File: src/rtl/pdss_pkg.sv
// Package for the power domain suspend sequencer.
// Holds field widths, op, status and phase codes, and the sequencer state types.
// No dependencies.
package pdss_pkg;

    localparam int SLOTS_DEF = 16;
    localparam int OP_W      = 3;
    localparam int SLOT_W    = 4;
    localparam int STATUS_W  = 3;
    localparam int PHASE_W   = 3;

    typedef enum logic [OP_W-1:0] {
        OP_REGISTER   = 3'd0,
        OP_UNREGISTER = 3'd1,
        OP_SUSPEND    = 3'd2,
        OP_RESUME     = 3'd3,
        OP_ACK        = 3'd4,
        OP_QUERY      = 3'd5
    } t_op;

    typedef enum logic [STATUS_W-1:0] {
        ST_OK        = 3'd0,
        ST_BUSY      = 3'd1,
        ST_NO_FREE   = 3'd2,
        ST_NOT_FOUND = 3'd3,
        ST_FAILED    = 3'd4,
        ST_STRAY_ACK = 3'd5
    } t_status;

    typedef enum logic [PHASE_W-1:0] {
        PH_RUN        = 3'd0,
        PH_SUSPENDING = 3'd1,
        PH_SUSPENDED  = 3'd2,
        PH_RESUMING   = 3'd3,
        PH_FAILED     = 3'd4
    } t_phase;

    typedef enum logic [2:0] {
        S_IDLE,
        S_PREP,
        S_EXEC,
        S_SWEEP,
        S_SCAN_RD,
        S_SCAN_CK
    } t_state;

    // what a slot scan looks for
    typedef enum logic [1:0] {
        SC_FREE,   // lowest unused slot, upward
        SC_UP,     // next used slot, upward
        SC_DOWN,   // next used slot, downward
        SC_ROLL    // next suspended slot, downward
    } t_scan;

endpackage

File: src/rtl/power_domain_suspend_sequencer.sv
// Power domain suspend sequencer: slot table, system phase machine, slot scanner.
// Depends on pdss_pkg.
//
//  channel   | handshake          | fields
//  ----------+--------------------+---------------------------------------------
//  request   | start / busy       | i_op, i_slot, i_ack_ok
//  result    | o_valid (strobe)   | o_status, o_assigned_slot, o_cmd_valid,
//            |                    | o_cmd_resume, o_cmd_slot, o_seq_done,
//            |                    | o_system_phase_out, o_slot_phase_out
//
// A request is taken when start is high and busy low; its result strobes once, busy is
// low in that cycle, so the next request can be taken at the same edge.
// Busy, query, unregister and ack-finish answers: strobe from the exec state, after prep.
// Register and ack scans walk the slots one at a time, a read state then a check state per slot.
// Start suspend/resume sweeps every slot once to mark phases, then strobes.
// The single-port phase memory and the one shared slot scanner set this pacing.
// Reset (i_rst_n low, synchronous) clears all slots and returns the system to running.
module power_domain_suspend_sequencer #(
    parameter int SLOTS = pdss_pkg::SLOTS_DEF
) (
    input  logic                            i_clk,
    input  logic                            i_rst_n,
    input  logic                            start,
    output logic                            busy,
    input  logic [pdss_pkg::OP_W-1:0]       i_op,
    input  logic [pdss_pkg::SLOT_W-1:0]     i_slot,
    input  logic                            i_ack_ok,
    output logic                            o_valid,
    output logic [pdss_pkg::STATUS_W-1:0]   o_status,
    output logic [pdss_pkg::SLOT_W-1:0]     o_assigned_slot,
    output logic                            o_cmd_valid,
    output logic                            o_cmd_resume,
    output logic [pdss_pkg::SLOT_W-1:0]     o_cmd_slot,
    output logic                            o_seq_done,
    output logic [pdss_pkg::PHASE_W-1:0]    o_system_phase_out,
    output logic [pdss_pkg::PHASE_W-1:0]    o_slot_phase_out
);
    import pdss_pkg::*;

    localparam int IDX_W = (SLOTS > 1) ? $clog2(SLOTS) : 1;

    // sequencer and table state
    t_state              r_state, n_state;
    logic [SLOTS-1:0]    r_used, n_used;
    t_phase              r_sys, n_sys;
    logic [IDX_W-1:0]    r_cur, n_cur;
    logic                r_rb, n_rb;
    logic                r_rbf, n_rbf;

    // latched request and scanner
    t_op                 r_op, n_op;
    logic [SLOT_W-1:0]   r_slot, n_slot;
    logic                r_ok, n_ok;
    logic [IDX_W-1:0]    r_idx, n_idx;
    logic                r_live, n_live;
    t_scan               r_ctx, n_ctx;
    logic                r_found, n_found;
    logic [IDX_W-1:0]    r_hit, n_hit;

    // result registers
    logic                r_valid, n_valid;
    t_status             r_status, n_status;
    logic [SLOT_W-1:0]   r_assigned, n_assigned;
    logic                r_cmd_valid, n_cmd_valid;
    logic                r_cmd_resume, n_cmd_resume;
    logic [SLOT_W-1:0]   r_cmd_slot, n_cmd_slot;
    logic                r_done, n_done;
    t_phase              r_out_sys, n_out_sys;
    t_phase              r_slot_ph, n_slot_ph;

    // phase memory
    t_phase              mem [SLOTS];
    t_phase              r_rd;
    logic                we;
    t_phase              wdata;

    // decode
    logic                idx_ok, idx_used, idx_first, idx_last;
    logic                cur_first, cur_last, slot_ok;
    logic                scan_up, scan_cond, scan_hit, scan_end;
    logic                exec_sweep, exec_scan;
    logic                sw_found;
    logic [IDX_W-1:0]    sw_hit;

    always_comb begin
        idx_ok    = (32'(r_idx) < SLOTS);
        idx_used  = idx_ok && r_used[r_idx];
        idx_first = (r_idx == '0);
        idx_last  = (32'(r_idx) == SLOTS - 1);
        cur_first = (r_cur == '0);
        cur_last  = (32'(r_cur) == SLOTS - 1);
        slot_ok   = (32'(r_slot) < SLOTS);
        scan_up   = (r_ctx == SC_FREE) || (r_ctx == SC_UP);
        unique case (r_ctx)
            SC_FREE: scan_cond = idx_ok && !idx_used;
            SC_UP:   scan_cond = idx_used;
            SC_DOWN: scan_cond = idx_used;
            SC_ROLL: scan_cond = idx_used && (r_rd == PH_SUSPENDED);
        endcase
        scan_hit  = r_live && scan_cond;
        scan_end  = scan_hit || !r_live || (scan_up ? idx_last : idx_first);

        exec_sweep = 1'b0;
        exec_scan  = 1'b0;
        unique case (r_op)
            OP_REGISTER: exec_scan  = (r_sys == PH_RUN);
            OP_SUSPEND:  exec_sweep = (r_sys == PH_RUN);
            OP_RESUME:   exec_sweep = (r_sys == PH_SUSPENDED);
            OP_ACK:      exec_scan  = (r_sys == PH_SUSPENDING) ||
                                      ((r_sys == PH_RESUMING) && r_ok);
            default:     ;
        endcase

        // suspend keeps the lowest used slot, resume the highest
        sw_found = r_found;
        sw_hit   = r_hit;
        if (idx_used && (r_op == OP_RESUME || !r_found)) begin
            sw_found = 1'b1;
            sw_hit   = r_idx;
        end
    end

    // next state
    always_comb begin
        n_state = r_state;
        unique case (r_state)
            S_IDLE:    if (start) n_state = S_PREP;
            S_PREP:    n_state = S_EXEC;
            S_EXEC:    n_state = exec_sweep ? S_SWEEP : (exec_scan ? S_SCAN_RD : S_IDLE);
            S_SWEEP:   if (idx_last) n_state = S_IDLE;
            S_SCAN_RD: n_state = S_SCAN_CK;
            S_SCAN_CK: n_state = scan_end ? S_IDLE : S_SCAN_RD;
            default:   n_state = S_IDLE;
        endcase
    end

    // datapath and results
    always_comb begin
        n_used       = r_used;
        n_sys        = r_sys;
        n_cur        = r_cur;
        n_rb         = r_rb;
        n_rbf        = r_rbf;
        n_op         = r_op;
        n_slot       = r_slot;
        n_ok         = r_ok;
        n_idx        = r_idx;
        n_live       = r_live;
        n_ctx        = r_ctx;
        n_found      = r_found;
        n_hit        = r_hit;
        n_valid      = 1'b0;
        n_status     = r_status;
        n_assigned   = r_assigned;
        n_cmd_valid  = r_cmd_valid;
        n_cmd_resume = r_cmd_resume;
        n_cmd_slot   = r_cmd_slot;
        n_done       = r_done;
        n_slot_ph    = r_slot_ph;
        we           = 1'b0;
        wdata        = PH_RUN;

        unique case (r_state)
            S_IDLE: begin
                if (start) begin
                    n_op   = t_op'(i_op);
                    n_slot = i_slot;
                    n_ok   = i_ack_ok;
                    n_idx  = (t_op'(i_op) == OP_ACK) ? r_cur : IDX_W'(i_slot);
                end
            end
            S_EXEC: begin
                n_status     = ST_OK;
                n_assigned   = '0;
                n_cmd_valid  = 1'b0;
                n_cmd_resume = 1'b0;
                n_cmd_slot   = '0;
                n_done       = 1'b0;
                n_slot_ph    = PH_RUN;
                n_valid      = !(exec_sweep || exec_scan);
                unique case (r_op)
                    OP_REGISTER: begin
                        if (r_sys != PH_RUN) begin
                            n_status = ST_BUSY;
                        end else begin
                            n_ctx  = SC_FREE;
                            n_idx  = '0;
                            n_live = 1'b1;
                        end
                    end
                    OP_UNREGISTER: begin
                        if (!slot_ok || !idx_used) begin
                            n_status = ST_NOT_FOUND;
                        end else if (r_sys != PH_RUN ||
                                     (r_rd != PH_RUN && r_rd != PH_FAILED)) begin
                            n_status = ST_BUSY;
                        end else begin
                            n_used[r_idx] = 1'b0;
                        end
                    end
                    OP_SUSPEND, OP_RESUME: begin
                        if (!exec_sweep) begin
                            n_status = ST_BUSY;
                        end else begin
                            if (r_op == OP_SUSPEND) begin
                                n_rb  = 1'b0;
                                n_rbf = 1'b0;
                            end
                            n_idx   = '0;
                            n_found = 1'b0;
                        end
                    end
                    OP_ACK: begin
                        n_idx = r_cur - IDX_W'(1);
                        n_live = !cur_first;
                        if (r_sys == PH_SUSPENDING && !r_rb) begin
                            we = 1'b1;
                            if (r_ok) begin
                                wdata  = PH_SUSPENDED;
                                n_ctx  = SC_UP;
                                n_idx  = r_cur + IDX_W'(1);
                                n_live = !cur_last;
                            end else begin
                                wdata = PH_FAILED;
                                n_rb  = 1'b1;
                                n_rbf = 1'b0;
                                n_ctx = SC_ROLL;
                            end
                        end else if (r_sys == PH_SUSPENDING) begin
                            we    = 1'b1;
                            wdata = r_ok ? PH_RUN : PH_FAILED;
                            if (!r_ok) n_rbf = 1'b1;
                            n_ctx = SC_ROLL;
                        end else if (r_sys == PH_RESUMING) begin
                            we = 1'b1;
                            if (!r_ok) begin
                                wdata    = PH_FAILED;
                                n_sys    = PH_FAILED;
                                n_status = ST_FAILED;
                                n_done   = 1'b1;
                            end else begin
                                wdata = PH_RUN;
                                n_ctx = SC_DOWN;
                            end
                        end else begin
                            n_status = ST_STRAY_ACK;
                        end
                    end
                    OP_QUERY: begin
                        n_slot_ph = (slot_ok && idx_used) ? r_rd : PH_FAILED;
                    end
                    default: ;
                endcase
            end
            S_SWEEP: begin
                if (idx_used) begin
                    we    = 1'b1;
                    wdata = (r_op == OP_SUSPEND) ? PH_SUSPENDING : PH_RESUMING;
                end
                n_found = sw_found;
                n_hit   = sw_hit;
                n_idx   = r_idx + IDX_W'(1);
                if (idx_last) begin
                    n_valid = 1'b1;
                    if (!sw_found) begin
                        n_sys  = (r_op == OP_SUSPEND) ? PH_SUSPENDED : PH_RUN;
                        n_done = 1'b1;
                    end else begin
                        n_sys        = (r_op == OP_SUSPEND) ? PH_SUSPENDING : PH_RESUMING;
                        n_cur        = sw_hit;
                        n_cmd_valid  = 1'b1;
                        n_cmd_resume = (r_op == OP_RESUME);
                        n_cmd_slot   = SLOT_W'(sw_hit);
                    end
                end
            end
            S_SCAN_CK: begin
                if (!scan_end) begin
                    n_idx = scan_up ? r_idx + IDX_W'(1) : r_idx - IDX_W'(1);
                end else begin
                    n_valid = 1'b1;
                    unique case (r_ctx)
                        SC_FREE: begin
                            if (scan_hit) begin
                                n_used[r_idx] = 1'b1;
                                we            = 1'b1;
                                wdata         = PH_RUN;
                                n_assigned    = SLOT_W'(r_idx);
                            end else begin
                                n_status = ST_NO_FREE;
                            end
                        end
                        SC_UP, SC_DOWN: begin
                            if (scan_hit) begin
                                n_cur        = r_idx;
                                n_cmd_valid  = 1'b1;
                                n_cmd_resume = (r_ctx == SC_DOWN);
                                n_cmd_slot   = SLOT_W'(r_idx);
                            end else begin
                                n_sys  = (r_ctx == SC_UP) ? PH_SUSPENDED : PH_RUN;
                                n_done = 1'b1;
                            end
                        end
                        SC_ROLL: begin
                            n_status = r_ok ? ST_OK : ST_FAILED;
                            if (scan_hit) begin
                                n_cur        = r_idx;
                                n_cmd_valid  = 1'b1;
                                n_cmd_resume = 1'b1;
                                n_cmd_slot   = SLOT_W'(r_idx);
                            end else begin
                                n_sys    = r_rbf ? PH_FAILED : PH_RUN;
                                n_rb     = 1'b0;
                                n_done   = 1'b1;
                                n_status = ST_FAILED;
                            end
                        end
                    endcase
                end
            end
            default: ;
        endcase

        n_out_sys = n_valid ? n_sys : r_out_sys;
    end

    // phase memory: one write, one registered read at the scan index
    always_ff @(posedge i_clk) begin
        if (we) mem[r_idx] <= wdata;
        r_rd <= mem[r_idx];
    end

    always_ff @(posedge i_clk) begin
        if (!i_rst_n) begin
            r_state <= S_IDLE;
            r_used  <= '0;
            r_sys   <= PH_RUN;
            r_cur   <= '0;
            r_rb    <= 1'b0;
            r_rbf   <= 1'b0;
            r_ctx   <= SC_FREE;
            r_valid <= 1'b0;
        end else begin
            r_state <= n_state;
            r_used  <= n_used;
            r_sys   <= n_sys;
            r_cur   <= n_cur;
            r_rb    <= n_rb;
            r_rbf   <= n_rbf;
            r_ctx   <= n_ctx;
            r_valid <= n_valid;
        end
    end

    always_ff @(posedge i_clk) begin
        r_op         <= n_op;
        r_slot       <= n_slot;
        r_ok         <= n_ok;
        r_idx        <= n_idx;
        r_live       <= n_live;
        r_found      <= n_found;
        r_hit        <= n_hit;
        r_status     <= n_status;
        r_assigned   <= n_assigned;
        r_cmd_valid  <= n_cmd_valid;
        r_cmd_resume <= n_cmd_resume;
        r_cmd_slot   <= n_cmd_slot;
        r_done       <= n_done;
        r_out_sys    <= n_out_sys;
        r_slot_ph    <= n_slot_ph;
    end

    assign busy               = (r_state != S_IDLE);
    assign o_valid            = r_valid;
    assign o_status           = r_status;
    assign o_assigned_slot    = r_assigned;
    assign o_cmd_valid        = r_cmd_valid && r_valid;
    assign o_cmd_resume       = r_cmd_resume;
    assign o_cmd_slot         = r_cmd_slot;
    assign o_seq_done         = r_done && r_valid;
    assign o_system_phase_out = r_out_sys;
    assign o_slot_phase_out   = r_slot_ph;

    a_result_after_work: assert property (@(posedge i_clk) disable iff (!i_rst_n)
        o_valid |-> $past(busy))
        else $error("result strobe without a request in progress");

    a_cmd_in_sequence: assert property (@(posedge i_clk) disable iff (!i_rst_n)
        o_cmd_valid |-> (o_system_phase_out == PH_SUSPENDING ||
                         o_system_phase_out == PH_RESUMING) && !o_seq_done)
        else $error("domain command outside a running sequence");

    a_accept_goes_busy: assert property (@(posedge i_clk) disable iff (!i_rst_n)
        start && !busy |=> busy && !o_valid)
        else $error("accepted request did not make the block busy");

    a_rollback_phase: assert property (@(posedge i_clk) disable iff (!i_rst_n)
        r_rb |-> r_sys == PH_SUSPENDING)
        else $error("rollback active outside suspending");

endmodule

File: config.mk
export PLATFORM = sky130hd
export DESIGN_NAME = power_domain_suspend_sequencer
export DESIGN_NICKNAME = d
export VERILOG_FILES = /design/src/rtl/pdss_pkg.sv /design/src/rtl/power_domain_suspend_sequencer.sv
export SDC_FILE = /design/constraint.sdc
export NUM_CORES = 1
export LEC_CHECK = 0
export BUFFER_PORTS_ARGS = -buffer_cell sky130_fd_sc_hd__buf_2
export CORE_ASPECT_RATIO = 1.1
export CORE_UTILIZATION = 40
export DETAILED_ROUTE_END_ITERATION = 7
export HOLD_SLACK_MARGIN = 0.03
export PLACE_DENSITY_LB_ADDON = 0.3
export SLEW_MARGIN = 10
export SYNTH_ARGS = -nofsm -noshare
export SYNTH_HDL_FRONTEND = slang
export SYNTH_SLANG_ARGS = --single-unit
File: constraint.sdc
create_clock -name i_clk -period 7.8 [get_ports i_clk]
set_clock_uncertainty 0.2 [all_clocks]
set_input_delay 0.39 -clock i_clk [delete_from_list [all_inputs] [get_ports i_clk]]
set_output_delay 0.39 -clock i_clk [all_outputs]
set_load 0.05 [all_outputs]
Word-level counts from Yosys, hierarchy flattened
Memories as Yosys holds them, arrays and structs flattened. A register that Yosys moved wholly into a read port is not among the register bits.
Cells that the tools add are included.
{"block": "classes", "n_addsub": 4, "n_reduce_logical": 58, "shifts": 0, "muxes": 145, "n_lt_le_gt_ge": 2, "div": 0, "mul": 0, "n_eq_ne": 57, "n_bitwise": 3}
{"operator": "$mux W16", "n": 6}
{"operator": "$mux W3", "n": 28}
{"operator": "$mux W4", "n": 16}
{"operator": "$mux W1", "n": 53}
{"operator": "$ne A3 B3 Y1 const B", "n": 14}
{"operator": "$ne A2 B2 Y1 const B", "n": 17}
{"operator": "$pmux W16 S2", "n": 1}
{"operator": "$mux W2", "n": 12}
{"operator": "$pmux W3 S2", "n": 4}
{"operator": "$pmux W4 S3", "n": 2}
{"operator": "$reduce_and A6 Y1", "n": 4}
{"operator": "$eq A3 B2 Y1 const B", "n": 7}
{"operator": "$reduce_and A7 Y1", "n": 3}
{"operator": "$pmux W1 S3", "n": 6}
{"operator": "$pmux W3 S6", "n": 1}
{"operator": "$and A16 B16 Y16", "n": 1}
{"operator": "$not A16 Y16", "n": 1}
{"operator": "$or A16 B16 Y16", "n": 1}
{"operator": "$pmux W1 S2", "n": 8}
{"operator": "$pmux W4 S2", "n": 2}
{"operator": "$pmux W4 S4", "n": 1}
{"operator": "$eq A3 B3 Y1 const B", "n": 5}
{"operator": "$pmux W3 S4", "n": 1}
{"operator": "$reduce_bool A3 Y1", "n": 4}
{"operator": "31 further kinds", "n": 71}
{"block": "word_totals", "latchBits": 0, "mem_bits_ro": 0, "ram_bits": 48, "out_inout_bits": 22, "memories": 1, "reg_bits": 65, "word_cells": 293}
{"name": "mem", "words": 16, "width": 3, "rd": 1, "rd_ports_with_merged_regs": 1, "wr": 1, "line_no": "power_domain_suspend_sequencer.sv:72", "source": "t_phase mem [SLOTS];"}

Longest topological paths before layout
{"block": "depth", "ltp_word": 11, "mapped_depth": 10}

Worst setup path before layout
Ideal clock, no wire load.
{"block": "synth_path", "path_type": "reg2reg", "start": "register r_idx[0]", "end": "register r_idx[0], enable pin", "path_buffers": 3, "t_required_ns": 7.261, "setup_slack_ns": 4.792, "setup_ns": 0.339, "stages_incl_launch_ff": 10, "t_arrival_ns": 2.469, "path_cell_list": "edfxtp_1 buf_6 buf_1 inv_1 ha_1 nand3_1 o211ai_1 or3_1 clkbuf_1 a21oi_1"}
{"block": "synth_between", "elab_chain_len": 9, "word_cells_on_any_way": 13, "classes_between": "2 x eq/ne; 4 x mux; 7 x reduce/logical"}
{"element": "start: declaration", "line_no": "power_domain_suspend_sequencer.sv:54", "source": "logic [IDX_W-1:0] r_idx, n_idx;"}
{"element": "start signal: assignment", "line_no": "power_domain_suspend_sequencer.sv:359", "source": "r_idx <= n_idx;"}
{"element": "$bmux W1 S4", "line_no": "power_domain_suspend_sequencer.sv:87", "source": "idx_used = idx_ok && r_used[r_idx];"}
{"element": "$mux W1 (implied by the code)", "line_no": "power_domain_suspend_sequencer.sv:87"}
{"element": "$logic_and A1 B1 Y1 or $logic_not A1 Y1 (tied branches)"}
{"element": "$pmux W1 S3", "line_no": "power_domain_suspend_sequencer.sv:94", "source": "unique case (r_ctx)"}
{"element": "$logic_and A1 B1 Y1", "line_no": "power_domain_suspend_sequencer.sv:100", "source": "scan_hit = r_live && scan_cond;"}
{"element": "$logic_or A1 B1 Y1", "line_no": "power_domain_suspend_sequencer.sv:101", "source": "scan_end = scan_hit || !r_live || (scan_up ? idx_last : idx_first);"}
{"element": "$logic_or A1 B1 Y1 *", "line_no": "power_domain_suspend_sequencer.sv:101"}
{"element": "$ne A2 B2 Y1 (no source line) *"}
{"element": "$reduce_and A6 Y1 (no source line) *"}
Mark *: on every way between the ends. The rest lies on a longest branch, timed or not. The select of a mux whose other input is x is not followed.
A chain may end at the register's enable or synchronous reset.

Final worst setup path
{"block": "layout_path", "start": "register r_state[1]", "end": "memory mem[15][1] (netlist bit), enable pin"}
{"block": "layout_between", "elab_chain_len": 4, "word_cells_on_any_way": 6, "classes_between": "3 x eq/ne; 3 x mux"}
{"element": "start: declaration", "line_no": "power_domain_suspend_sequencer.sv:43", "source": "t_state r_state, n_state;"}
{"element": "start signal: assignment", "line_no": "power_domain_suspend_sequencer.sv:344", "source": "r_state <= n_state;"}
{"element": "$eq A3 B3 Y1 or $eq A3 B2 Y1 (tied branches)", "line_no": "power_domain_suspend_sequencer.sv:163", "source": "unique case (r_state)"}
{"element": "$pmux W1 S3 *", "line_no": "power_domain_suspend_sequencer.sv:163"}
{"element": "$mux W1 *", "line_no": "power_domain_suspend_sequencer.sv:329", "source": "if (we) mem[r_idx] <= wdata;"}
{"element": "$mux W1 (implied by the code) *", "line_no": "power_domain_suspend_sequencer.sv:329"}
{"element": "end: declaration", "line_no": "power_domain_suspend_sequencer.sv:72"}
Mark *: on every way between the ends. The rest lies on a longest branch, timed or not.

==> flow_metrics.py <==
metrics = {
    "routing": {
        "drc": 0,
        "viasPerCell": 5.70,
        "via_count": 4171,
        "first_iter_violations": 432,
        "wl_met1_um": 6230,
        "dr_wl_met2_um": 6950,
        "wl_um": 14300,
        "wl_met3_um": 720,
        "drt_pass1_iterations": 5,
        "ant_nets": 0,
        "highest_layer": "met4",
        "wire_per_inst_um": 19.5,
    },
    "cts": {
        "cts_sinks": 116,
        "cts_max_level": 4,
        "cts-resized-gates": 0,
        "cts_root_buf": "clkbuf_16",
        "post_cts_buffers": 0,
        "cts.clk_slew.worst_paths_ps": 50,
        "clk_path_buf_depth": 2,
        "cts_made_buffers": 17,
        "clkLatencyLatePin_ps": 420,
        "cts_tree": "done",
    },
    "worst_hold_path": {
        "hp-class": "in2reg",
        "min_delay_path_depth": 3,
        "hold_end": "r_state[0]",
        "hp-start": "start",
    },
    "pwr": {
        "p_comb_share_pct": 6.5,
        "internal_power_w": 0.00117,
        "power_density_mw_per_mm2": 230,
        "clkPwrFrac_pct": 49.3,
        "power_frac_seq_pct": 44.2,
        "p_leak_nw": 2.43,
        "vdd_drop_max_mv": 0.163,
        "switchingPower_w": 0.000377,
        "switching_share_pct": 24.4,
    },
    "worst_setup_path": {
        "endpoint_kind": "register",
        "start_kind": "register",
        "worstRegToRegCells": 6,
        "worst-path-max-fanout": 16,
        "r2r-end": "mem[15][1]",
        "regToRegSetupSlack_ps": 4120,
        "path_class": "reg2reg",
        "crit_arrival_ps": 3570,
        "required_ps": 7700,
        "timing.rr.start": "r_state[1]",
    },
    "cells_and_area": {
        "fillers": 1291,
        "regArea_mm2": 0.00314,
        "area_growth_pct": 15.9,
        "mostFrequentLayoutCells": "82 x edfxtp_1, 46 x nand2_1, 39 x nor2_1, 34 x dfxtp_1, 32 x buf_2",
        "layout_commonest_cell": "edfxtp_1",
        "fin_nets": 554,
        "drive_above_1_share_pct": 16.0,
        "final_cell_area_mm2": 0.00671,
        "insertedDiodeCount": 0,
        "multi_input_area_mm2": 0.00247,
    },
    "placed_design": {
        "place_congestion": 0.856,
        "numPortBuffers": 32,
        "hpwl_um": 9850,
        "placed_area_mm2": 0.00609,
    },
    "flow_run": {
        "maxCapViolations": 0,
    },
    "synthesis": {
        "synth_ff_type": "edfxtp_1",
        "synthTopCellsByArea": "edfxtp_1 42%, dfxtp_1 12%, mux2i_1 4.7%",
        "syn_area_mm2": 0.00579,
        "synth_edf_count": 82,
        "ys_seq_elements": 116,
        "synth_top_area_cell": "edfxtp_1",
        "ys_warn_count": 0,
        "synth_top_area_share_pct": 42.5,
        "synth_fp_nets": 525,
        "syn_area_per_cell_um2": 11.5,
        "yosysUniqueCellTypes": 54,
        "syn_inst": 502,
        "synthArstFlopShare_pct": 0,
        "ys_seq_area_share_pct": 54.2,
    },
    "grt": {
        "grt_max_degree": 25,
        "grt-ovfl-total": 0,
        "track_usage_pct": 20.7,
        "first_global_vias": 4052,
        "grt_pass1_wl_um": 23000,
        "antenna_found_initial": 0,
    },
    "floorplanning": {
        "die_y_um": 128,
        "die-area_mm2": 0.0150,
        "start_util_pct": 41.5,
        "core-area_mm2": 0.0140,
        "rows": 45,
        "chipWidth_um": 117,
        "ios": 33,
    },
    "timing": {
        "period_share_pct": 47.2,
        "finalHoldViolCount": 0,
        "finalSetupTns_ps": 0,
        "slew_headroom_pct": 23.4,
        "max_freq_mhz": 272,
        "finalMaxSlewViolations": 0,
        "rsz0062_at_grt": "no",
        "finalSetupViolations": 0,
        "tightest_slew_ps": 1150,
        "post-route-min-period_ps": 3680,
    },
    "outcome": {
        "status": "complete, no violations",
    },
}
## how the worst max path moves through the flow
stage / start / endpoint / depth (start not counted)
after floorplan: r_idx[0] / r_idx[0] / 9
after global placement: r_state[1] / mem[11][0] / 6
after detailed placement: r_state[1] / mem[15][0] / 6
after CTS: r_state[1] / mem[15][1] / 6
after global routing: r_state[1] / mem[15][1] / 6
final: r_state[1] / mem[15][1] / 6
## per-layer routing
metal / global-route usage (%) / vias to the layer above
li1: - / 1950
met2: 32.5 / 139
met4: 9.68 / 0
met5: 0 / -
met1: 27.3 / 2048
met3: 4.40 / 34
## cells in the mapped netlist (5+ instances only)
cell type  count
ha_1          12
and3_1        16
nand2_1       46
a21oi_1       18
nor2_1        39
edfxtp_1      82
nand3_1       26
mux4_1         8
a31oi_1        7
clkbuf_1      24
a21o_1         5
o21ai_0       25
nand2b_1       7
nor4_1         8
nor3_1        11
or3_1          5
inv_1         16
dfxtp_1       34
nor2b_1        6
mux2i_1       27
and2_1        12
mux4_2        11
## repair_timing
item	4_1_cts	5_1_grt
setup endpoints to repair	0	0
hold buffers	4	0
endpoints found under the hold margin	4	0
## power groups by stage
stage	Combinational, W	Sequential (W)	Clock, W
after floorplan	0.0000702	0.000692	0
after global placement	0.0000989	0.000695	0
after detailed placement	0.0000991	0.000695	0
after CTS	0.000101	0.000682	0.000770
after global routing	0.000108	0.000684	0.000799
final	0.000101	0.000683	0.000761
## critical path, stage by stage (launching register included)
cell and delay, ps:
dfxtp_1 450, nor2b_1 590, nand2b_1 300, inv_1 340, nand2_1 180, o211ai_1 920, nor2b_1 360
## area by class of cell
cell class	instances	share of cell area (%)
clock buffers	17	6.34
clock inverters	15	2.35
inverters	17	0.950
multi-input cells	340	36.7
flip-flops and latches	116	46.8
well taps	188	3.50
repair buffers	39	3.32
## per-stage QoR
step / cells / setup slack (ps) / utilization [%] / total power (W) / hold slack (ps)
floorplan: 502 / 4790 / - / 0.000762 / 227
global placement: 696 / 4230 / 43.6 / 0.000794 / 241
detailed placement: 696 / 4190 / 43.6 / 0.000794 / 256
CTS: 732 / 4150 / 48.1 / 0.00155 / 154
global route: 732 / 3800 / 48.1 / 0.00159 / 181
finish: 732 / 4120 / 48.1 / 0.00154 / 169
## logic make-up after synthesis
logic type                 synth area share [%]
xor gates and xnor gates                   1.06
and+or+nand+nor                            16.2
muxes                                      13.6
buffers and inverters                      3.28
AOI/OAI and AO/OA                          9.01
adders and majority gates                  2.59
DFF                                        54.2
(Power assumes the default switching activity.)
